### config.mk
export PLATFORM = sky130hd
export DESIGN_NAME = overview_line_validator_flat
export DESIGN_NICKNAME = d
export VERILOG_FILES = /design/src/sv/olv_pkg.sv /design/src/sv/olv_if.sv /design/src/sv/overview_line_validator.sv /design/src/sv/olv_step.sv /design/src/flat_wrapper.sv
export SDC_FILE = /design/constraint.sdc
export NUM_CORES = 1
export LEC_CHECK = 0
export ABC_AREA = 1
export BUFFER_PORTS_ARGS = -buffer_cell sky130_fd_sc_hd__buf_2
export CAP_MARGIN = 40
export CELL_PAD_IN_SITES_DETAIL_PLACEMENT = 1
export CELL_PAD_IN_SITES_GLOBAL_PLACEMENT = 2
export CORE_ASPECT_RATIO = 1.5
export CORE_UTILIZATION = 32
export DETAILED_ROUTE_END_ITERATION = 10
export PLACE_DENSITY = 0.84
export SYNTH_ARGS = -nofsm -noshare
export SYNTH_HDL_FRONTEND = slang
export SYNTH_SLANG_ARGS = --single-unit
### constraint.sdc
create_clock -name clk -period 5.05 [get_ports clk]
set_clock_uncertainty 0.15 [all_clocks]
set_input_delay 1.515 -clock clk [delete_from_list [all_inputs] [get_ports clk]]
set_output_delay 1.515 -clock clk [all_outputs]
set_load 0.02 [all_outputs]
### src/sv/olv_pkg.sv
package olv_pkg;

  localparam int unsigned ART_W = 32;

  localparam logic [7:0] CH_NUL   = 8'd0;
  localparam logic [7:0] CH_TAB   = 8'd9;
  localparam logic [7:0] CH_LF    = 8'd10;
  localparam logic [7:0] CH_CR    = 8'd13;
  localparam logic [7:0] CH_SPACE = 8'd32;
  localparam logic [7:0] CH_COLON = 8'd58;
  localparam logic [7:0] CH_ZERO  = 8'd48;
  localparam logic [7:0] CH_NINE  = 8'd57;
  localparam logic [7:0] CH_NAME_LO = 8'd33;
  localparam logic [7:0] CH_NAME_HI = 8'd126;

  localparam logic [3:0] FLD_NUMBER = 4'd0;
  localparam logic [3:0] FLD_DIGITS = 4'd6;
  localparam logic [3:0] FLD_NEEDED = 4'd7;
  localparam logic [3:0] FLD_EXTRA  = 4'd8;
  localparam logic [3:0] FLD_MAX    = 4'd15;

  localparam logic [2:0] PH_START   = 3'd0;
  localparam logic [2:0] PH_NAME    = 3'd1;
  localparam logic [2:0] PH_COLON   = 3'd2;
  localparam logic [2:0] PH_VALUE   = 3'd3;
  localparam logic [2:0] PH_DONE    = 3'd4;
  localparam logic [2:0] PH_STARTCR = 3'd5;

  typedef struct packed {
    logic [7:0]       line_byte;
    logic             last_byte;
    logic [ART_W-1:0] article_number;
  } item_t;

  typedef struct packed {
    logic [2:0] phase;
    logic       cr_pending;
    logic       fail;
  } text_t;

endpackage

### src/sv/olv_if.sv
interface olv_in_if;
  import olv_pkg::*;
  logic             valid;
  logic             ready;
  logic [7:0]       line_byte;
  logic             last_byte;
  logic [ART_W-1:0] article_number;

  modport source (output valid, line_byte, last_byte, article_number, input ready);
  modport sink (input valid, line_byte, last_byte, article_number, output ready);
endinterface

interface olv_out_if;
  logic valid;
  logic ready;
  logic line_valid;

  modport source (output valid, line_valid, input ready);
  modport sink (input valid, line_valid, output ready);
endinterface

### src/sv/overview_line_validator.sv
// A byte marked last is held in the input register, and its verdict is then registered in the output register.
// Throughput: one byte per cycle; the input register and the line state update
// in the same cycle, so only a stalled output register with a last byte waiting holds up the input.
// Reset: synchronous, active low; it empties both registers and clears the
// line state, so the first byte after reset starts a new line.
module overview_line_validator #(
  parameter int NUMBER_WIDTH = 32
) (
  input logic        clk,
  input logic        rst_n,
  olv_in_if.sink     in_chan,
  olv_out_if.source  out_chan
);
  import olv_pkg::*;

  logic  s_valid_r;
  item_t s_item_r;
  logic  s_go;
  logic  out_valid_r;
  logic  out_line_r;
  logic  verdict;

  assign s_go = s_valid_r && (!s_item_r.last_byte || !out_valid_r || out_chan.ready);
  assign in_chan.ready = !s_valid_r || s_go;

  olv_step #(
    .NUMBER_WIDTH(NUMBER_WIDTH)
  ) u_step (
    .clk     (clk),
    .rst_n   (rst_n),
    .step_en (s_go),
    .item    (s_item_r),
    .verdict (verdict)
  );

  always_ff @(posedge clk) begin
    if (!rst_n) begin
      s_valid_r   <= 1'b0;
      out_valid_r <= 1'b0;
    end else begin
      if (in_chan.ready) begin
        s_valid_r <= in_chan.valid;
      end
      if (s_go && s_item_r.last_byte) begin
        out_valid_r <= 1'b1;
      end else if (out_chan.ready) begin
        out_valid_r <= 1'b0;
      end
    end
  end

  always_ff @(posedge clk) begin
    if (in_chan.valid && in_chan.ready) begin
      s_item_r.line_byte      <= in_chan.line_byte;
      s_item_r.last_byte      <= in_chan.last_byte;
      s_item_r.article_number <= in_chan.article_number;
    end
    if (s_go && s_item_r.last_byte) begin
      out_line_r <= verdict;
    end
  end

  assign out_chan.valid      = out_valid_r;
  assign out_chan.line_valid = out_line_r;

endmodule

### src/sv/olv_step.sv
module olv_step #(
  parameter int NUMBER_WIDTH = 32
) (
  input  logic           clk,
  input  logic           rst_n,
  input  logic           step_en,
  input  olv_pkg::item_t item,
  output logic           verdict
);
  import olv_pkg::*;

  localparam int CMP_W = (NUMBER_WIDTH > ART_W) ? NUMBER_WIDTH : ART_W;
  localparam int PROD_W = NUMBER_WIDTH + 4;

  logic [3:0]              field_r, field_nxt;
  logic [2:0]              phase_r, phase_nxt;
  logic                    crp_r, crp_nxt;
  logic [NUMBER_WIDTH-1:0] num_r, num_nxt;
  logic                    ovf_r, ovf_nxt;
  logic                    fail_r, fail_nxt;
  logic                    nul_r, nul_nxt;
  logic [PROD_W-1:0]       prod;
  logic [PROD_W-1:0]       num_ext;
  text_t                   txt;

  function automatic text_t value_byte(input logic [2:0] ph, input logic crp,
                                       input logic [7:0] b);
    text_t r;
    r.phase      = ph;
    r.cr_pending = crp;
    r.fail       = 1'b0;
    if (ph == PH_DONE) begin
      r.fail = 1'b1;
    end else if (crp) begin
      if (b == CH_LF) begin
        r.phase      = PH_DONE;
        r.cr_pending = 1'b0;
      end else begin
        r.fail = 1'b1;
      end
    end else if (b == CH_CR) begin
      r.cr_pending = 1'b1;
    end else if (b == CH_LF) begin
      r.fail = 1'b1;
    end
    return r;
  endfunction

  function automatic text_t full_byte(input logic [2:0] ph, input logic crp,
                                      input logic [7:0] b);
    text_t r;
    logic  name_ok;
    name_ok      = (b >= CH_NAME_LO) && (b <= CH_NAME_HI);
    r.phase      = ph;
    r.cr_pending = crp;
    r.fail       = 1'b0;
    unique case (ph)
      PH_START: begin
        if (b == CH_CR) r.phase = PH_STARTCR;
        else if (b == CH_COLON) r.phase = PH_COLON;
        else if (name_ok) r.phase = PH_NAME;
        else r.fail = 1'b1;
      end
      PH_STARTCR: begin
        if (b == CH_LF) r.phase = PH_DONE;
        else r.fail = 1'b1;
      end
      PH_NAME: begin
        if (b == CH_COLON) r.phase = PH_COLON;
        else if (!name_ok) r.fail = 1'b1;
      end
      PH_COLON: begin
        if (b == CH_SPACE) r.phase = PH_VALUE;
        else r.fail = 1'b1;
      end
      default: r = value_byte(ph, crp, b);
    endcase
    return r;
  endfunction

  function automatic logic close_fail(input logic [3:0] fld, input logic [2:0] ph,
                                      input logic crp, input logic [NUMBER_WIDTH-1:0] num,
                                      input logic ovf, input logic [ART_W-1:0] art);
    logic f;
    f = 1'b0;
    if (fld == FLD_NUMBER) begin
      f = ovf || (CMP_W'(num) != CMP_W'(art));
    end else if (fld < FLD_DIGITS) begin
      f = crp;
    end else if (fld >= FLD_EXTRA) begin
      f = crp || (ph == PH_NAME) || (ph == PH_COLON) || (ph == PH_STARTCR);
    end
    return f;
  endfunction

  assign num_ext = PROD_W'(num_r);
  assign prod    = (num_ext << 3) + (num_ext << 1) + PROD_W'(item.line_byte - CH_ZERO);

  always_comb begin
    field_nxt = field_r;
    phase_nxt = phase_r;
    crp_nxt   = crp_r;
    num_nxt   = num_r;
    ovf_nxt   = ovf_r;
    fail_nxt  = fail_r;
    nul_nxt   = nul_r;
    txt       = '0;

    if (!nul_r) begin
      if (item.line_byte == CH_NUL || item.line_byte == CH_TAB) begin
        if (close_fail(field_r, phase_r, crp_r, num_r, ovf_r, item.article_number)) begin
          fail_nxt = 1'b1;
        end
        crp_nxt   = 1'b0;
        phase_nxt = PH_START;
        if (item.line_byte == CH_NUL) begin
          nul_nxt = 1'b1;
        end else if (field_r != FLD_MAX) begin
          field_nxt = field_r + 4'd1;
        end
      end else if (field_r == FLD_NUMBER) begin
        if (item.line_byte < CH_ZERO || item.line_byte > CH_NINE) begin
          fail_nxt = 1'b1;
        end else if (!ovf_r) begin
          if (prod[PROD_W-1:NUMBER_WIDTH] != 4'd0) begin
            ovf_nxt = 1'b1;
            num_nxt = '1;
          end else begin
            num_nxt = prod[NUMBER_WIDTH-1:0];
          end
        end
      end else if (field_r == FLD_DIGITS) begin
        if (item.line_byte < CH_ZERO || item.line_byte > CH_NINE) fail_nxt = 1'b1;
      end else if (field_r < FLD_DIGITS) begin
        txt       = value_byte(phase_r, crp_r, item.line_byte);
        phase_nxt = txt.phase;
        crp_nxt   = txt.cr_pending;
        if (txt.fail) fail_nxt = 1'b1;
      end else if (field_r >= FLD_EXTRA) begin
        txt       = full_byte(phase_r, crp_r, item.line_byte);
        phase_nxt = txt.phase;
        crp_nxt   = txt.cr_pending;
        if (txt.fail) fail_nxt = 1'b1;
      end
    end

    if (!nul_nxt &&
        close_fail(field_nxt, phase_nxt, crp_nxt, num_nxt, ovf_nxt, item.article_number)) begin
      verdict = 1'b0;
    end else begin
      verdict = !fail_nxt && (field_nxt >= FLD_NEEDED);
    end
  end

  always_ff @(posedge clk) begin
    if (!rst_n) begin
      field_r <= FLD_NUMBER;
      phase_r <= PH_START;
      crp_r   <= 1'b0;
      num_r   <= '0;
      ovf_r   <= 1'b0;
      fail_r  <= 1'b0;
      nul_r   <= 1'b0;
    end else if (step_en) begin
      if (item.last_byte) begin
        field_r <= FLD_NUMBER;
        phase_r <= PH_START;
        crp_r   <= 1'b0;
        num_r   <= '0;
        ovf_r   <= 1'b0;
        fail_r  <= 1'b0;
        nul_r   <= 1'b0;
      end else begin
        field_r <= field_nxt;
        phase_r <= phase_nxt;
        crp_r   <= crp_nxt;
        num_r   <= num_nxt;
        ovf_r   <= ovf_nxt;
        fail_r  <= fail_nxt;
        nul_r   <= nul_nxt;
      end
    end
  end

endmodule

### src/flat_wrapper.sv
// flat-port wrapper written by rule: the top's interface ports become plain ports
module overview_line_validator_flat import olv_pkg::*;
#(
  parameter int NUMBER_WIDTH = 32
)
  (clk, rst_n, in_chan_valid, in_chan_line_byte, in_chan_last_byte, in_chan_article_number, in_chan_ready, out_chan_valid, out_chan_line_valid, out_chan_ready);
  olv_in_if in_chan_i ();
  olv_out_if out_chan_i ();
  input logic clk;
  input logic rst_n;
  input wire logic [$bits(in_chan_i.valid)-1:0] in_chan_valid;
  input wire logic [$bits(in_chan_i.line_byte)-1:0] in_chan_line_byte;
  input wire logic [$bits(in_chan_i.last_byte)-1:0] in_chan_last_byte;
  input wire logic [$bits(in_chan_i.article_number)-1:0] in_chan_article_number;
  output wire logic [$bits(in_chan_i.ready)-1:0] in_chan_ready;
  output wire logic [$bits(out_chan_i.valid)-1:0] out_chan_valid;
  output wire logic [$bits(out_chan_i.line_valid)-1:0] out_chan_line_valid;
  input wire logic [$bits(out_chan_i.ready)-1:0] out_chan_ready;
  assign in_chan_i.valid = in_chan_valid;
  assign in_chan_i.line_byte = in_chan_line_byte;
  assign in_chan_i.last_byte = in_chan_last_byte;
  assign in_chan_i.article_number = in_chan_article_number;
  assign in_chan_ready = in_chan_i.ready;
  assign out_chan_valid = out_chan_i.valid;
  assign out_chan_line_valid = out_chan_i.line_valid;
  assign out_chan_i.ready = out_chan_ready;
  overview_line_validator #(.NUMBER_WIDTH(NUMBER_WIDTH)) u_core (.clk(clk), .rst_n(rst_n), .in_chan(in_chan_i), .out_chan(out_chan_i));
endmodule
-- Word level (Yosys, flattened, before mapping)
Cells that the tools add are included.
Widths: inputs -> output; s select.
- add/subtract/negate cells: 4
- multipliers: 0
- div/mod/pow operators: 0
- $lt $le $gt $ge: 9
- eq/ne operators: 16
- shifts and indexed selects: 0
- mux-type cells: 96
- bitwise logic cells: 0
- reductions and logical operators: 31
- operator list (kind ; count):
    $mux 32 ; 7
    $ne 32x32->1 ; 2
    $mux 1 ; 61
    $mux 3 ; 15
    $add 35x33->36 ; 1
    $add 36x36->36 ; 1
    $mux 4 ; 9
    $eq 8x4->1 const B ; 3
    $eq 8x6->1 const B ; 2
    $logic_or 1x1->1 ; 13
    $pmux 3 s4 ; 1
    $eq 3x3->1 const B ; 3
    $sub 8x6->9 const B ; 1
    $ge 4x4->1 const B ; 2
    $ge 8x6->1 const B ; 1
    $gt 8x6->1 const B ; 1
    $le 8x7->1 const B ; 1
    $logic_not 4->1 ; 2
    $logic_not 8->1 ; 1
    $lt 4x3->1 const B ; 2
    $lt 8x6->1 const B ; 1
    $eq 3x1->1 const B ; 2
    $eq 3x2->1 const B ; 2
    $logic_and 1x1->1 ; 6
    other kinds (11) ; 16
- register bits: 87
- latch bits: 0
- memory bits (writable): 0
- bits in read-only memories: 0
- bits of input ports: 45
- output and inout port bits: 3
- logic and storage cells: 169
- memories: 0

-- Depth between registers and ports, before layout
- word-level depth: 21
- gate-level depth with buffers: 31
- mapped depth without buffers: 31

-- By module
From an unflattened synthesis, not the netlist that was laid out.
- cells, all modules: 1270
- area total of the unflattened synthesis: 8637.0 µm²
- modules (own cells, without submodules) (module ; instances ; cells an instance ; area each (µm²) ; seq. area each (µm²)):
    olv_step ; 1 ; 1210 ; 7257.0 ; 860.8
    overview_line_validator ; 1 ; 60 ; 1380.1 ; 1301.2

-- Least setup slack after synthesis
Ideal clock, no wire load.
- kind: reg2reg
- start: reg u_core.s_item_r[38] (netlist bit)
- end: reg u_core.out_line_r (netlist: u_core.out_chan.line_valid) (data pin)
- library setup time: 252 ps
- arrival time: 4483 ps
- data required time: 4648 ps
- setup slack: 165 ps
- cell stages (with the launch flop): 31
- path buffers: 0
- clock period less this slack: 4885 ps
- path through: edfxtp_1 > ha_1 > inv_1 > nand2_1 > inv_1 > fa_1 > ha_1 > nand2_2 > inv_1 > a21oi_1 > nor2_1 > nor2_1 > nand2_2 > nand2_1 > nand2_1 > nand2_1 > nand2_1 > nor2_4 > nand2_4 > nor2_8 > nand2_1 > nand2_1 > nand2_1 > nand2_1 > inv_1 > nand2_1 > nor2_1 > nand3_1 > nor2_1 > nor2_1 > nor2_1
- word-level cells in the longest chain between the ends: 21
- elaborated cells on any way between the ends: 112
- those cells by class: 2 x add/sub; 7 x order compare; 9 x eq/ne; 80 x mux; 14 x reduce/logical
- RTL lines (element ; RTL line ; RTL):
    from (decl) ; overview_line_validator.sv:17 ; item_t s_item_r;
    parallel branches: the longest is 21 deep, another holds $add 36x36->36 ; -- ;
    to (signal assigned) ; overview_line_validator.sv:59 ; out_line_r <= verdict;
    to (decl) ; overview_line_validator.sv:20 ; logic out_line_r;
Parallel ways; which one is timed is not known. The select of a mux whose other input is x is not followed.
A chain may end at the register's enable or synchronous reset.

-- Final worst setup path
- start: reg u_core.s_item_r[37] (netlist bit)
- end: reg u_core.out_line_r (netlist: u_core.out_chan.line_valid) (data pin)
Same word-level chain as after synthesis.

==> results.json <==
{
  "insertion_delay_ns": 0.37,
  "drc": 0,
  "area_delta_synth_final_pct": 19.3,
  "end_kind": "register",
  "top_layer": "met4",
  "pin_count": 48,
  "grt_max_degree": 44,
  "synth-edff-count": 42,
  "avgViaCountPerCell": 5.05,
  "drive_above_1_share_pct": 14.9,
  "totalWireLength_um": 33900,
  "syn_avg_cell_area_um2": 6.56,
  "dp_hpwl_um": 27600,
  "finalPower_mw": 1.84,
  "period_minus_slack_ns": 4.87,
  "ys_warn_count": 0,
  "outcome": "finished clean",
  "clockBufferDepth": 2,
  "cp.required_ns": 5.13,
  "drv_slew": 0,
  "powerDensity_nw_per_um2": 183,
  "worstMarginPinSlew_ns": 0.688,
  "place.gp.congestion": 0.912,
  "place_ws_ns": 0.0740,
  "cap_violations": 0,
  "layoutNonFillerInstCount": 1706,
  "overflow": 0,
  "fmax_mhz": 206,
  "cts_sinks": 87,
  "grt_pass1_wl_um": 51200,
  "worst-path-buf-inv": 5,
  "core-area_um2": 25900,
  "finalSetupViolations": 0,
  "hold_path_class": "register to register",
  "crit_family": "simple AND/OR/NAND/NOR gates",
  "synth_nets": 1408,
  "grt_pass1_vias": 9212,
  "wl_met1_um": 12700,
  "synthCells": 1289,
  "fp.dieW_um": 135,
  "async_flop_share_pct": 0,
  "avgRoutedWirePerCell_um": 19.8,
  "p_leak_nw": 4.85,
  "antenna_found_initial": 0,
  "slowest_delay_ns": 0.55,
  "synth_area_um2": 8450,
  "relSlewSlack_pct": 54.0,
  "fin_ws_ns": 0.184,
  "vias": 8620,
  "drtPass1Iterations": 4,
  "synth-seq-cells": 87,
  "cts_root_buffer": "clkbuf_16",
  "cp_max_fo": 6,
  "wl_met3_um": 700,
  "finalCritPeriodShare_pct": 96.3,
  "fin_nets": 1487,
  "htree_levels": 3,
  "hold_viol": 0,
  "cp.arrival_ns": 4.95,
  "initialDrtViolationCount": 279,
  "cts_tree": "done",
  "path_clk_slew_ns": 0.07,
  "diodes": 0,
  "finalHoldWorstSlack_ns": 0.327,
  "slowest_stage": "fa_1",
  "place_inst": 1674,
  "start_util_pct": 32.7,
  "port_buffers": 47,
  "numCtsBuffers": 9,
  "drtAntennaViolNets": 0,
  "cts_hold_buf": 0,
  "tns_ns": 0,
  "yosysSeqAreaShare_pct": 25.6,
  "die_h_um": 201,
  "synth_cell_types": 53,
  "cpMostUsedCell": "nand2_1",
  "crit_type": "register to register",
  "peakVddDrop_mv": 0.137,
  "grt.total_usage_pct": 25.3,
  "dieArea_um2": 27100,
  "startpoint_type": "register",
  "met2WireLength_um": 19000,
  "fp-row-count": 72,
  "synthFlopType": "dfxtp_1"
}
## cell usage in the layout, fill, tap and decap left out, types with 21 or more instances in the layout
cell and instances:
nand2_1 432, inv_1 196, nor2_1 91, nand3_1 86, a21oi_1 74, buf_2 48, dfxtp_1 45, edfxtp_1 42
buf_4 33, fa_1 29, nand4_1 25, o21ai_0 25, xor2_1 23, ha_1 21, ha_4 21
## state kept, by name, summed over array words and instances (netlist names)
register                    count
u_core.s_valid_r                1
u_core.out_chan.valid           1
u_core.u_step.ovf_r             1
u_core.s_item_r                41
u_core.u_step.field_r           4
u_core.u_step.num_r            32
u_core.u_step.crp_r             1
u_core.u_step.phase_r           3
u_core.u_step.nul_r             1
u_core.u_step.fail_r            1
u_core.out_chan.line_valid      1
## per-stage QoR
stage | instance area, um2 | util, %
after detailed placement | 9230 | 35.7
final | 10100 | 39.0
after global placement | 9210 | 35.6
after CTS | 9520 | 36.8
after floorplan | 8450 | -
after global routing | 10100 | 39.0
## worst register-to-register path: cells and delay by family (launching register included)
kind / cells / cell delay (ns)
DFF: 1 / 0.42
and+or+nand+nor: 22 / 2.52
adders and majority gates: 3 / 1.05
buffers and inverters: 5 / 0.60
## final cells by class
type                            instances  area (um2)
Sequential cell                        87        2160
Timing Repair Buffer                   89         641
Clock buffer                            9         225
Tap cell                              333         417
Multi-Input combinational cell        974        5780
Fill cell                            3347       15800
Inverter                              207         786
Clock inverter                          7        70.1
## worst paths after layout
path	start	end	slack (ns)	depth (start not counted)
max	u_core.s_item_r[37]$_DFFE_PP_	u_core.out_chan.line_valid$_SDFFCE_PP0P_	0.18	30
min	u_core.u_step.fail_r$_SDFFE_PN0P_	u_core.u_step.fail_r$_SDFFE_PN0P_	0.33	2
max reg2reg	u_core.s_item_r[37]$_DFFE_PP_	u_core.out_chan.line_valid$_SDFFCE_PP0P_	0.18	30
min reg2reg	u_core.u_step.fail_r$_SDFFE_PN0P_	u_core.u_step.fail_r$_SDFFE_PN0P_	0.33	2
## routing by layer
| metal | track usage, % | vias to the layer above |
|---|---|---|
| li1 | - | 4288 |
| met5 | 0 | - |
| met3 | 2.40 | 62 |
| met2 | 49.6 | 139 |
| met1 | 26.4 | 4131 |
| met4 | 11.2 | 0 |
## synthesized netlist by cell type (all sizes together), types with 14 or more instances
cell type | instances | area, um2
a21oi | 84 | 428
dfxtp | 45 | 901
edfxtp | 42 | 1260
fa | 31 | 621
ha | 43 | 538
inv | 205 | 772
nand2 | 449 | 1730
nand3 | 88 | 445
nand4 | 28 | 194
nor2 | 110 | 454
nor3 | 14 | 75.1
o21ai | 27 | 135
or2 | 15 | 93.8
xor2 | 23 | 201
## report_power, final
group	internal, mW	switching (mW)	leakage [nW]	total [mW]
logic	0.132	0.216	3.93	0.348
registers	0.764	0.0283	0.775	0.793
clock network	0.384	0.316	0.146	0.700
## logic make-up after synthesis
family	synth area share (%)
and+or+nand+nor	36.6
buffers and inverters	10.7
AOI/OAI and AO/OA	9.95
DFF	25.6
adders and majority gates	13.7
xor gates and xnor gates	3.42
## repair_timing
item                                    CTS  global route
resized for setup                         0            67
buffers inserted                          0            11
endpoints found under the setup margin    0             1
Note: power is estimated with default switching activity, not from simulation.
